[src/rtl/bfst_pkg.sv]
// package: shared types, constants and codes of the flow statistics table
package bfst_pkg;

	localparam int FLOW_ENTRIES_DEF = 1024;
	localparam logic [15:0] WKP_LIMIT_RESET = 16'd1024;
	localparam logic [7:0] PROTO_TCP = 8'd6;
	localparam logic [7:0] PROTO_UDP = 8'd17;
	localparam int PADDR_W = 3;
	localparam logic [0:0] REG_WKP_LIMIT = 1'b0;

	typedef enum logic [1:0] {
		STATUS_IGNORED = 2'd0,
		STATUS_UPDATED = 2'd1,
		STATUS_INSERTED = 2'd2,
		STATUS_FULL = 2'd3
	} status_t;

	typedef enum logic [1:0] {
		METHOD_SYN = 2'd0,
		METHOD_WELL_KNOWN = 2'd1,
		METHOD_LOWER_PORT = 2'd2
	} method_t;

	typedef enum logic [2:0] {
		ST_IDLE,
		ST_CHECK,
		ST_LOOK,
		ST_CMP,
		ST_INS,
		ST_HIT_RD,
		ST_HIT_UPD,
		ST_FIN
	} ctrl_state_t;

	typedef struct packed {
		logic        header_ok;
		logic [31:0] src_ip;
		logic [31:0] dst_ip;
		logic [15:0] sport;
		logic [15:0] dport;
		logic [7:0]  protocol;
		logic        tcp_syn;
		logic        tcp_ack;
		logic [15:0] total_length;
		logic [47:0] now;
	} in_beat_t;

	typedef struct packed {
		logic [1:0]  status;
		logic [9:0]  entry_index;
		logic [31:0] fwd_packet_count;
		logic [31:0] rev_packet_count;
		logic [47:0] fwd_byte_count;
		logic [47:0] rev_byte_count;
		logic [47:0] first_seen;
		logic [47:0] last_seen;
		logic [31:0] server_address;
		logic [1:0]  server_method;
	} out_beat_t;

	typedef struct packed {
		logic [31:0] lo_ip;
		logic [31:0] hi_ip;
		logic [15:0] lo_port;
		logic [15:0] hi_port;
		logic [7:0]  proto;
	} flow_key_t;

	typedef struct packed {
		logic [31:0] fwd_packets;
		logic [31:0] rev_packets;
		logic [47:0] fwd_bytes;
		logic [47:0] rev_bytes;
		logic [47:0] start_time;
		logic [47:0] alive_time;
		logic [31:0] srv_addr;
		logic [1:0]  method;
	} flow_rec_t;

	// controller to datapath
	typedef struct packed {
		logic    accept;
		logic    key_rd;
		logic    scan_next;
		logic    rec_rd;
		logic    commit;
		logic    insert;
		logic    out_load;
		status_t out_status;
	} dp_cmd_t;

	// datapath to controller
	typedef struct packed {
		logic relevant;
		logic empty;
		logic match;
		logic scan_last;
		logic full;
		logic out_free;
	} dp_sts_t;

endpackage

[src/rtl/bfst_ctrl.sv]
// controller: sequences lookup, insert, update and result hand-off
module bfst_ctrl (
	input  logic              clk,
	input  logic              arst_n,
	input  logic              in_valid,
	output logic              in_ready,
	input  bfst_pkg::dp_sts_t sts,
	output bfst_pkg::dp_cmd_t cmd
);
	import bfst_pkg::*;

	ctrl_state_t state_q, state_d;
	status_t     code_q, code_d;

	// state register
	always_ff @(posedge clk or negedge arst_n) begin
		if (!arst_n) begin
			state_q <= ST_IDLE;
			code_q  <= STATUS_IGNORED;
		end else begin
			state_q <= state_d;
			code_q  <= code_d;
		end
	end

	// next state and commands
	always_comb begin
		state_d        = state_q;
		code_d         = code_q;
		in_ready       = 1'b0;
		cmd            = '0;
		cmd.out_status = code_q;
		case (state_q)
			ST_IDLE: begin
				in_ready = 1'b1;
				if (in_valid) begin
					cmd.accept = 1'b1;
					state_d    = ST_CHECK;
				end
			end
			ST_CHECK: begin
				if (!sts.relevant) begin
					code_d  = STATUS_IGNORED;
					state_d = ST_FIN;
				end else if (sts.empty) begin
					state_d = ST_INS;
				end else begin
					state_d = ST_LOOK;
				end
			end
			ST_LOOK: begin
				cmd.key_rd = 1'b1;
				state_d    = ST_CMP;
			end
			ST_CMP: begin
				if (sts.match) begin
					state_d = ST_HIT_RD;
				end else if (!sts.scan_last) begin
					cmd.scan_next = 1'b1;
					state_d       = ST_LOOK;
				end else if (sts.full) begin
					code_d  = STATUS_FULL;
					state_d = ST_FIN;
				end else begin
					state_d = ST_INS;
				end
			end
			ST_INS: begin
				cmd.commit = 1'b1;
				cmd.insert = 1'b1;
				code_d     = STATUS_INSERTED;
				state_d    = ST_FIN;
			end
			ST_HIT_RD: begin
				cmd.rec_rd = 1'b1;
				state_d    = ST_HIT_UPD;
			end
			ST_HIT_UPD: begin
				cmd.commit = 1'b1;
				code_d     = STATUS_UPDATED;
				state_d    = ST_FIN;
			end
			ST_FIN: begin
				if (sts.out_free) begin
					cmd.out_load = 1'b1;
					state_d      = ST_IDLE;
				end
			end
			default: begin
				state_d = ST_IDLE;
			end
		endcase
	end

	// checks
	a_load_only_fin: assert property (@(posedge clk) disable iff (!arst_n)
		cmd.out_load |-> state_q == ST_FIN)
		else $error("result loaded outside finish state");
	a_commit_needs_item: assert property (@(posedge clk) disable iff (!arst_n)
		cmd.commit |-> sts.relevant)
		else $error("table written for an ignored packet");
	a_accept_idle: assert property (@(posedge clk) disable iff (!arst_n)
		cmd.accept |=> state_q == ST_CHECK)
		else $error("accepted beat not checked");

endmodule

[config.mk]
export PLATFORM = sky130hd
export DESIGN_NAME = bfst_ctrl
export DESIGN_NICKNAME = d
export VERILOG_FILES = /design/src/rtl/bfst_pkg.sv /design/src/rtl/bfst_ctrl.sv
export SDC_FILE = /design/constraint.sdc
export NUM_CORES = 1
export LEC_CHECK = 0
export BUFFER_PORTS_ARGS = -buffer_cell sky130_fd_sc_hd__buf_4
export CORE_AREA = 3 3 40 42
export CTS_CLUSTER_DIAMETER = 50
export DETAILED_ROUTE_END_ITERATION = 6
export DIE_AREA = 0 0 43 45
export PLACE_DENSITY_LB_ADDON = 0.2
export SYNTH_ARGS = -nofsm -noshare
export SYNTH_HDL_FRONTEND = slang
export SYNTH_SLANG_ARGS = --single-unit
[constraint.sdc]
create_clock -name clk -period 1.7 [get_ports clk]
set_clock_uncertainty 0.05 [all_clocks]
set_input_delay 0.34 -clock clk [delete_from_list [all_inputs] [get_ports clk]]
set_output_delay 0.34 -clock clk [all_outputs]
set_load 0.05 [all_outputs]
# == After elaboration in Yosys (flattened, before gate mapping) ==
# Cells that the tools add are included.
# word_totals
mem_count,0
ram_bits,0
register_bits,5
output_inout_bits,10
romBits,0
latch_bits,0
inputBits,9
# op_classes
n_eq_ne,13
n_reduce_logical,5
magnitude_cmp,0
addsub,0
muxes,25
n_div,0
n_bitwise,0
n_mul,0
n_shift,0
# ops
operator,count
$pmux W3 S7,1
$mux W3,6
$eq A3 B3 Y1 const B,4
$mux W1,12
$ne A2 B2 Y1 const B,6
$mux W2,5
$pmux W2 S4,1
$eq A3 B2 Y1 const B,2
$reduce_and A5 Y1,1
$reduce_bool A4 Y1,1
$eq A3 B1 Y1 const B,1
$logic_not A3 Y1,1
$reduce_and A2 Y1,1
$reduce_or A2 Y1,1

# == Logic depth before layout (Yosys ltp) ==
# depth
word_depth,4
mapped_depth,7

# == Worst setup path before layout ==
# No wires, ideal clock.
# synth_timing
path_kind,reg2out
start,register state_q[1]
end,output port cmd[8] (netlist name)
path_buffers,1
required_time_ns,1.310
arrival_time_ns,2.277
slack_ns,-0.967
stages_incl_launch_ff,4
path_cell_list,dfrtp_1 buf_6 nor3_1 and2_1
# synth_lines
item,line_no,rtl
from (decl),bfst_ctrl.sv:12,"ctrl_state_t state_q, state_d;"
from (signal assigned),bfst_ctrl.sv:21,state_q <= state_d;
to (decl),bfst_ctrl.sv:8,output bfst_pkg::dp_cmd_t cmd

==> metrics.yaml <==
max_freq_mhz: 592
worstPathRequired_ps: 1310
p_leak_nw: 0.343
final_nets: 97
pwr-share-seq_pct: 16.0
max_stage_delay_ps: 420
via_per_inst: 5.20
async_flop_share_pct: 100
grt-ovfl-total: 0
cts_buffers: 3
combPwrFrac_pct: 74.9
critPathKind: "reg2out"
wl_mm: 1.28
synth.top_cells.by_area: "dfrtp_1, a21oi_1, a221oi_4"
avgSynthCellArea_sq_um: 7.96
reg2regPathDepth: 5
drc_errors: 0
synthesis.area_sq_um: 462
ys_warn_count: 0
post-route-min-period_ps: 1690
core_sq_um: 1280
critPathMaxFanout: 4
synthCells: 58
final_util_pct: 59.9
cts.htree.levels: 1
drt_first_pass_iters: 5
switchingPower_w: 0.000813
drive_gt1_share_pct: 51.2
whs_ps: 299
hold-path-endpoint: "state_q[0]"
tightest_slew_ps: 296
grt_pass1_wl_mm: 1.89
critPathLaunchType: "register"
p_int_w: 0.000797
antenna_left: 0
yosysSeqAreaShare_pct: 27.1
grt_pass1_vias: 426
io_buffers: 18
rrSetupSlack_ps: 240
crit_start: "state_q[2]"
clock_sinks: 5
crit_path_top_delay_cell: "dfrtp_2"
num_antenna_cells: 0
syn2layout_area_growth_pct: 66.7
cp_top_family: "flip-flops"
cts_tree: "yes"
drtIter0Drc: 6
die-area_sq_um: 1940
fin_crit_sh_pct: 99.4
worstHoldPathCells: 3
p_sw_share_pct: 50.5
pin_count: 19
slew_violations: 0
r2r-end: "state_q[0]"
hp-class: "in2reg"
start_util_pct: 35.9
outcome: "complete, no violations"
synth-edff-count: 0
hold_path.startpoint: "in_valid"
ys_types: 27
synth_flop_cell: "dfrtp_1"
peakVddDrop_uv: 1060
cts_buffer_depth: 2
critPathBufInv: 2
grt_max_degree: 11
rows: 13
cp.arrival_ps: 1300
maxCapViolations: 0
synth_top_area_share_pct: 27.1
die_y_um: 45
routedWlPerCell_um: 12.6
antenna_found_initial: 0
relSlewSlack_pct: 80.1
clk-insertion-delay-late_ps: 250
synth_top_cell_by_area: "dfrtp_1"
ys_top_cells_by_count: "a21oi_1, nand2_1, dfrtp_1, nor2_1"
power_density_nw_per_um2: 2090
cp_cell_sequence: "buf_6 > nor3_4 > and2_4 > buf_8"
die_width_um: 43
cts_root_buf: "clkbuf_4"
grt_usage_pct: 13.6
finalPower_w: 0.00161
rsz0062_at_grt: "yes"
crit_path_end_kind: "output port"
gp_congestion: 0.833
finalHoldViolCount: 0
r2r_start: "state_q[1]"
finalSetupViolCount: 0
clk_pin_slew_ps: 40
hpwlAfterDp_um: 867
num_vias: 525
synthesis.nets: 68
clockPowerShare_pct: 9.1
synth-seq-cells: 5
final cells by class:
class	count	area, sq um
clock buffer	4	26.3
inverter	4	15.0
fill	113	515
multi-input combinational	46	345
timing repair buffer	27	235
tap	15	18.8
sequential	5	129
repair_timing:
item	4_1_cts	5_1_grt
pin swaps	0	2
hold buffers	1	0
setup endpoints to repair	4	7
endpoints found under the hold margin	5	0
gates resized for setup	7	10
buffers inserted	2	3
cloned	0	0
stage by stage:
stage / instances / setup TNS, ps / area (sq um) / setup WS, ps
floorplan: 58 / -168 / 489 / -131
global placement: 91 / 0 / 638 / 168
detailed placement: 91 / 0 / 638 / 179
CTS: 98 / 0 / 709 / 4.55
global route: 101 / -91.1 / 769 / -52.2
finish: 101 / 0 / 769 / 10.3
sequential cells by signal, indices dropped and copies added (netlist names):
register,cells
code_q,2
state_q,3
cells in the final DEF, fill, tap and decap left out, drive strengths merged:
master	synthesis	final
a21oi	6	6
and4	1	1
and3	1	1
nor2	7	7
o21ai	4	4
inv	4	4
and2	2	2
nand4b	1	1
nor3	3	3
dlygate4sd3	0	1
ha	1	1
nand2	6	6
nor2b	1	1
dfrtp	5	5
a31oi	2	2
clkbuf	0	4
nand3b	1	1
or3	1	1
buf	3	26
mux2i	2	2
nor4	2	2
a221oi	1	1
nand2b	4	4
worst min-delay path: stages:
cell	delay, ps
buf_4	120
inv_1	40
a21oi_1	50
worst max-delay path by stage:
stage / end / slack [ps] / cells after the start
final: cmd[8] / 10 / 4
after global routing: cmd[3] / -50 / 4
after CTS: cmd[3] / 5 / 4
after detailed placement: cmd[6] / 180 / 3
after global placement: cmd[7] / 170 / 3
after floorplan: cmd[8] / -130 / 3
metal layers:
layer / track usage (%) / vias to the layer above / part of all wire [%]
li1: - / 262 / -
met1: 18.8 / 238 / 44
met2: 18.3 / 20 / 47
met3: 4.78 / 5 / 7.3
met4: 7.23 / 0 / 2.0
met5: 0 / - / 0
kinds of logic (layout without fill, tap and decap cells):
logic type	Yosys count	count (layout)	synth area share [%]
adder cells (fa/ha/maj)	1	1	2.71
buffers and inverters	7	35	9.21
AO/OA/AOI/OAI	13	13	19.2
multiplexers	2	2	4.34
flip-flops	5	5	27.1
AND/OR/NAND/NOR	30	30	37.4
power groups by stage:
stage	Sequential [W]	Combinational, W	Clock (W)
finish	0.000258	0.00121	0.000146
detailed placement	0.000255	0.00101	0
CTS	0.000250	0.00108	0.000151
floorplan	0.000252	0.000797	0
global route	0.000269	0.00129	0.000157
global placement	0.000255	0.00101	0
Note: power is estimated with default switching activity, not from simulation.
